[config.mk]
export PLATFORM = sky130hd
export DESIGN_NAME = ibq_ctrl
export DESIGN_NICKNAME = d
export VERILOG_FILES = /design/src/hdl/ibq_pkg.sv /design/src/hdl/ibq_ctrl.sv
export SDC_FILE = /design/constraint.sdc
export NUM_CORES = 1
export LEC_CHECK = 0
export ABC_CLOCK_PERIOD_IN_PS = 4100
export BUFFER_PORTS_ARGS = -buffer_cell sky130_fd_sc_hd__buf_2
export CAP_MARGIN = 20
export CORE_AREA = 2 2 39 41
export DETAILED_ROUTE_END_ITERATION = 10
export DIE_AREA = 0 0 41 43
export PLACE_DENSITY_LB_ADDON = 0.08
export SKIP_LAST_GASP = 1
export SLEW_MARGIN = 40
export SYNTH_ARGS = -nofsm -noshare
export SYNTH_HDL_FRONTEND = slang
export SYNTH_SLANG_ARGS = --single-unit
[constraint.sdc]
create_clock -name clk_i -period 4.1 [get_ports clk_i]
set_clock_uncertainty 0.15 [all_clocks]
set_input_delay 0.41 -clock clk_i [delete_from_list [all_inputs] [get_ports clk_i]]
set_output_delay 0.41 -clock clk_i [all_outputs]
set_load 0.05 [all_outputs]
[src/hdl/ibq_pkg.sv]
// Package for the indexed bucket minimum queue.
// Holds sizes, field structs, codes and the sequencer state and op types.
// No dependencies.
`default_nettype none
package ibq_pkg;

  localparam int NUM_ELEMENTS = 256;
  localparam int NUM_KEYS     = 64;

  localparam int EW = $clog2(NUM_ELEMENTS);      // element id / slot bits
  localparam int KW = $clog2(NUM_KEYS);          // bin index bits
  localparam int LW = $clog2(NUM_ELEMENTS + 1);  // bin length / count bits
  localparam int AW = KW + 1;                    // allocated bins / scan index bits

  localparam logic [1:0] CMD_INSERT = 2'd0;
  localparam logic [1:0] CMD_DELETE = 2'd1;
  localparam logic [1:0] CMD_QUERY  = 2'd2;

  localparam logic [1:0] ST_OK     = 2'd0;
  localparam logic [1:0] ST_DUP    = 2'd1;
  localparam logic [1:0] ST_ABSENT = 2'd2;
  localparam logic [1:0] ST_RANGE  = 2'd3;

  typedef struct packed {
    logic [1:0] command;
    logic [7:0] element;
    logic [5:0] key;
  } ibq_req_t;

  typedef struct packed {
    logic [1:0] status;
    logic       member;
    logic       next_valid;
    logic [7:0] next_element;
    logic [7:0] top_element;
    logic [5:0] top_key;
    logic       empty_res;
    logic [8:0] count;
  } ibq_res_t;

  typedef enum logic [3:0] {
    S_IDLE, S_INS, S_POS_D, S_DEL_LEN, S_DEL_MOVE, S_MIN_SCAN,
    S_POS_Q, S_Q_LEN, S_Q_SCAN, S_Q_SLOT, S_TOP, S_RESP
  } ibq_state_e;

  typedef enum logic [3:0] {
    OP_IDLE, OP_ACCEPT, OP_INS, OP_POS, OP_DEL_LEN, OP_DEL_MOVE, OP_MIN_STEP,
    OP_Q_LEN, OP_Q_SCAN, OP_Q_SLOT, OP_TOP, OP_RESP
  } ibq_op_e;

  typedef struct packed {
    logic [1:0] in_cmd;       // command of the item on the input
    logic       in_go;        // item on the input will modify or search
    logic       count_one;    // one element stored before the delete
    logic       min_done;     // minimum pointer rests on a nonempty bin or the last bin
    logic       succ_in_bin;  // successor lies in the same bin
    logic       scan_hit;     // scan index points at a nonempty bin
    logic       scan_end;     // scan index past the allocated bins
  } ibq_status_t;

endpackage
`default_nettype wire

[src/hdl/ibq_ctrl.sv]
// Sequencer for the indexed bucket minimum queue.
// Depends on ibq_pkg; issues one op a cycle to ibq_dp.
`default_nettype none
module ibq_ctrl (
  input  wire logic                 clk_i,
  input  wire logic                 rst_ni,
  input  wire logic                 start_i,
  input  wire ibq_pkg::ibq_status_t st_i,
  output ibq_pkg::ibq_op_e          op_o,
  output logic                      busy_o
);

  ibq_pkg::ibq_state_e state_q, state_d;

  always_ff @(posedge clk_i or negedge rst_ni) begin
    if (!rst_ni) begin
      state_q <= ibq_pkg::S_IDLE;
    end else begin
      state_q <= state_d;
    end
  end

  always_comb begin
    state_d = state_q;
    unique case (state_q)
      ibq_pkg::S_IDLE: begin
        if (start_i) begin
          if (!st_i.in_go) begin
            state_d = ibq_pkg::S_TOP;
          end else if (st_i.in_cmd == ibq_pkg::CMD_INSERT) begin
            state_d = ibq_pkg::S_INS;
          end else if (st_i.in_cmd == ibq_pkg::CMD_DELETE) begin
            state_d = ibq_pkg::S_POS_D;
          end else begin
            state_d = ibq_pkg::S_POS_Q;
          end
        end
      end
      ibq_pkg::S_INS:     state_d = ibq_pkg::S_TOP;
      ibq_pkg::S_POS_D:   state_d = ibq_pkg::S_DEL_LEN;
      ibq_pkg::S_DEL_LEN: state_d = ibq_pkg::S_DEL_MOVE;
      ibq_pkg::S_DEL_MOVE: begin
        state_d = st_i.count_one ? ibq_pkg::S_TOP : ibq_pkg::S_MIN_SCAN;
      end
      ibq_pkg::S_MIN_SCAN: begin
        if (st_i.min_done) begin
          state_d = ibq_pkg::S_TOP;
        end
      end
      ibq_pkg::S_POS_Q: state_d = ibq_pkg::S_Q_LEN;
      ibq_pkg::S_Q_LEN: begin
        state_d = st_i.succ_in_bin ? ibq_pkg::S_Q_SLOT : ibq_pkg::S_Q_SCAN;
      end
      ibq_pkg::S_Q_SCAN: begin
        if (st_i.scan_end) begin
          state_d = ibq_pkg::S_TOP;
        end else if (st_i.scan_hit) begin
          state_d = ibq_pkg::S_Q_SLOT;
        end
      end
      ibq_pkg::S_Q_SLOT: state_d = ibq_pkg::S_TOP;
      ibq_pkg::S_TOP:    state_d = ibq_pkg::S_RESP;
      ibq_pkg::S_RESP:   state_d = ibq_pkg::S_IDLE;
      default:           state_d = ibq_pkg::S_IDLE;
    endcase
  end

  always_comb begin
    busy_o = (state_q != ibq_pkg::S_IDLE);
    unique case (state_q)
      ibq_pkg::S_IDLE:     op_o = start_i ? ibq_pkg::OP_ACCEPT : ibq_pkg::OP_IDLE;
      ibq_pkg::S_INS:      op_o = ibq_pkg::OP_INS;
      ibq_pkg::S_POS_D:    op_o = ibq_pkg::OP_POS;
      ibq_pkg::S_DEL_LEN:  op_o = ibq_pkg::OP_DEL_LEN;
      ibq_pkg::S_DEL_MOVE: op_o = ibq_pkg::OP_DEL_MOVE;
      ibq_pkg::S_MIN_SCAN: op_o = ibq_pkg::OP_MIN_STEP;
      ibq_pkg::S_POS_Q:    op_o = ibq_pkg::OP_POS;
      ibq_pkg::S_Q_LEN:    op_o = ibq_pkg::OP_Q_LEN;
      ibq_pkg::S_Q_SCAN:   op_o = ibq_pkg::OP_Q_SCAN;
      ibq_pkg::S_Q_SLOT:   op_o = ibq_pkg::OP_Q_SLOT;
      ibq_pkg::S_TOP:      op_o = ibq_pkg::OP_TOP;
      ibq_pkg::S_RESP:     op_o = ibq_pkg::OP_RESP;
      default:             op_o = ibq_pkg::OP_IDLE;
    endcase
  end

endmodule
`default_nettype wire

Yosys cells after proc, flatten, opt, wreduce, memory -nomap -nowiden
Index checks and enable logic that the tools add are counted.
{ "totals": {"in_bits": 11, "word_cells": 34, "output_inout_bits": 5, "reg_bits": 4} }
{ "op_classes": {"n_eq_ne": 15, "reduce_logical": 6, "n_mux": 12} }
{ "op_table": {"columns": ["op", "count"], "rows": [
  ["4-bit one-hot mux with 11 select lines", 1],
  ["4-bit one-hot mux with 10 select lines", 1],
  ["4-bit two-way mux", 6],
  ["4-bit by 3-bit equality test with 1-bit output (second input constant)", 4],
  ["4-bit equality test (second input constant)", 4],
  ["4-bit by 2-bit equality test with 1-bit output (second input constant)", 2],
  ["3-bit two-way mux", 2],
  ["4-bit by 1-bit equality test with 1-bit output (second input constant)", 1],
  ["4-bit zero test", 1],
  ["2-bit inequality test (second input constant)", 2],
  ["4-bit nonzero test", 1],
  ["2-bit OR reduction", 2],
  ["3-bit inequality test (second input constant)", 1],
  ["3-bit AND reduction", 1],
  ["2-bit by 1-bit equality test with 1-bit output (second input constant)", 1],
  ["2-bit zero test", 1],
  ["1-bit two-way mux", 2]
]} }

Logic depth before layout (Yosys ltp)
{ "logic_depth": {"word_depth": 6, "depth_mapped": 5, "ltp_nobuf": 4} }

Least setup slack after synthesis
OpenSTA, ideal clock, no wires.
{ "synth_timing": {"kind": "reg2out", "from": "register state_q[2]", "to": "output port op_o[1]", "n_path_buf": 2, "stages_incl_launch_ff": 6, "t_arrival_ns": 1.519, "required_ns": 3.540, "slack_ns": 2.021, "path_cell_list": "dfrtp_1 > buf_6 > buf_2 > o21ai_0 > o31ai_1 > nor2_1"} }
{ "synth_via": {"elab_chain_cells": 3, "elab_cells_between_ends": 14, "classes_between": "eq/ne: 11; mux: 1; reduce/logical: 2"} }
{ "synth_lines": {"columns": ["element", "line", "source"], "rows": [
  ["start, declared", "ibq_ctrl.sv:13", "ibq_pkg::ibq_state_e state_q, state_d;"],
  ["start signal, assigned", "ibq_ctrl.sv:17", "state_q <= ibq_pkg::S_IDLE;"],
  ["start signal, assigned", "ibq_ctrl.sv:19", "state_q <= state_d;"],
  ["4-bit by 3-bit equality test with 1-bit output / 4-bit by 2-bit equality test with 1-bit output (equally long branches)", "ibq_ctrl.sv:70", "unique case (state_q)"],
  ["2-bit OR reduction (no source line)", null, null],
  ["4-bit one-hot mux with 11 select lines *", "ibq_ctrl.sv:70", null],
  ["end, declared", "ibq_ctrl.sv:9", "output ibq_pkg::ibq_op_e op_o,"]
]} }
Every way passes the cells marked *; elsewhere a longest branch is shown, timed or not.

Final worst setup path
{ "layout_timing": {"from": "register state_q[0]", "to": "output port op_o[0]"} }
Same word-level chain as after synthesis.

==> impl_metrics.csv <==
group,metric,value,unit
critical_path,crit_fanout,12,
synthesis,synth_top_family_by_area,"compound AO/OA/AOI/OAI gates",
critical_path,worstSetupStartpoint,"state_q[0]$_DFFE_PN0P_",
critical_path,required,3.54,ns
critical_path,reg2reg_from,"state_q[2]$_DFFE_PN0P_",
critical_path,arrival,1.56,ns
synthesis,synth_nets,71,
placement,place_congestion,0.7360,
synthesis,yosysMostFrequentCell,"nor2_1",
synthesis,ys.flop_type,"dfrtp_1",
cts,cts_tree,"yes",
placement,io_buffers,15,
synthesis,yosysUniqueCellTypes,31,
timing,setup_violations,0,
synthesis,synth_simple_gate_area_share,30.90,%
die,die_w,41,um
critical_path,rrSetupSlack,2.43,ns
cts,cts_buffer_depth,2,
timing,final_hold_viol_count,0,
timing,setup-tns-final,0,ns
cts,cts.reportedPaths.clkPinSlew,0.04,ns
cts,cts_buffers,3,
timing,tightest_slew,0.4795,ns
synthesis,yosys.area.top_type,"dfrtp_1",
timing,grt_setup_unrepaired,"no",
synthesis,synth_top_area_share,22.47,%
layout,final_area,538.0,um^2
die,dieArea,1763,um^2
synthesis,ys_warn_count,0,
timing,slew_headroom,68.03,%
synthesis,synth-seq-cells,4,
cts,cts.sinks,4,
cts,ctsHoldBuffers,1,
layout,largest_reg_flops,4,
synthesis,syn_area_per_cell,7.424,um^2
routing,vias_per_cell,5.467,
layout,stdcell_count,90,
synthesis,async_flop_share,100.0,%
synthesis,synthTopCellsByArea,"dfrtp_1, o21ai_0, nor2_1",
cts,post_cts_buffers,0,
timing,max_freq,0.4707,GHz
run_status,status,"finished, final reports clean",
layout,top_regs,"state_q x4",
timing,layout_min_cycle_time,2.124,ns
cts,h-tree-depth,1,
layout,diodes,0,
cts,ctsResizeCount,0,
cts,insertion_delay,0.23,ns
global_routing,grt_max_degree,18,
routing,vias,492,
placement,place_inst,86,
routing,drtAntennaViolNets,0,
layout,drive_gt1_share,31.08,%
global_routing,grt_use_total,16.04,%
synthesis,netlist_top_cells_count,"nor2_1, nand2_1, o21ai_0, dfrtp_1",
die,core,1384,um^2
die,num_rows,14,
global_routing,gr-total-overflow,0,
routing,wirelength,1.118,mm
global_routing,grt_pass1_vias,451,
routing,dr.pass1.iters,4,
placement,dp.final_hpwl,858.5,um
critical_path,cp-start-kind,"flop",
timing,maxSlewViolCount,0,
synthesis,muxShareOfSynthArea,0,%
global_routing,grt_pass1_wl,1.932,mm
layout,area_growth,20.79,%
routing,routedWlPerCell,12.42,um
die,die_height,43,um
die,num_io_pins,16,
synthesis,synthAdderAreaFrac,0,%
global_routing,antenna_found_initial,0,
synthesis,synth_xor_area_share,0,%
hold_path,hp-class,"input pin to asynchronous set/reset pin",
synthesis,syn_inst,60,
placement,place_area,505.5,um^2
synthesis,synth_compound_area_share,36.24,%
synthesis,syn_area,445.4,um^2
timing,fin_crit_sh,51.82,%
layout,nNetsFinal,87,
critical_path,end_kind,"output port",
cts,cts.root.buffer_cell,"clkbuf_4",
flow_run,maxCapViolations,0,
routing,first_iter_violations,15,
routing,post-route-drc-count,0,
layout,regMostFlops,"state_q",
synthesis,synth_edf_count,0,
die,start_util,32.19,%
synthesis,yosysSeqAreaShare,22.47,%
critical_path,path_class,"flop to output port",
## final cells by class
class | instances | area [um^2]
clock buffers | 3 | 22.52
repair buffers | 16 | 85.08
multi-input cells | 48 | 299.0
flip-flops and latches | 4 | 100.1
inverters | 3 | 11.26
fillers | 153 | 845.8
well taps | 16 | 20.02
## final timing paths
path	to	depth (start not counted)
worst max-delay path	op_o[0]	5
worst min-delay path	state_q[3]$_DFFE_PN0P_	2
worst max register to register	state_q[0]$_DFFE_PN0P_	4
worst min register to register	state_q[3]$_DFFE_PN0P_	1
max in group asynchronous	state_q[1]$_DFFE_PN0P_	2
min in group clk_i	state_q[2]$_DFFE_PN0P_	3
## worst max-delay path: stages (launching register included)
cell     delay, ns
dfrtp_1       0.57
inv_1         0.16
nor2_1        0.16
o21ai_0       0.08
and3_1        0.16
buf_2         0.20
## cells in the final DEF, fill, tap and decap left out, types with 2 or more instances in the layout
master and n:
a21o_1 2, a21oi_1 3, buf_2 15, clkbuf_4 3, dfrtp_1 4, inv_1 3
nand2_1 7, nand2b_1 2, nor2_1 8, nor2b_1 2, o21ai_0 6
## through the flow
stage / util, % / worst slack [ns] / hold slack, ns
2_1_floorplan: - / 2.021 / -0.03559
3_3_place_gp: 36.53 / 2.218 / 0.07032
3_5_place_dp: 36.53 / 2.227 / 0.06986
4_1_cts: 38.88 / 1.975 / 0.3527
5_1_grt: 38.88 / 1.784 / 0.3644
6_report: 38.88 / 1.976 / 0.3625
## cells by family (layout without fill, tap and decap cells)
group,count (synthesis),count (layout)
AO/OA/AOI/OAI,22,22
buffers and inverters,8,22
AND/OR/NAND/NOR,26,26
flip-flops,4,4
## metal layers
metal / GRT usage (%) / share of wire, % / vias up
met3: 3.141 / 6.3 / 0
met1: 23.20 / 45 / 223
met4: 8.000 / 0 / 0
met5: 0 / 0 / -
li1: - / - / 247
met2: 21.88 / 49 / 22
Power is left out: the tool's default activity adds up to more than one toggle a clock period on the data nets, which glitch-free logic cannot reach.
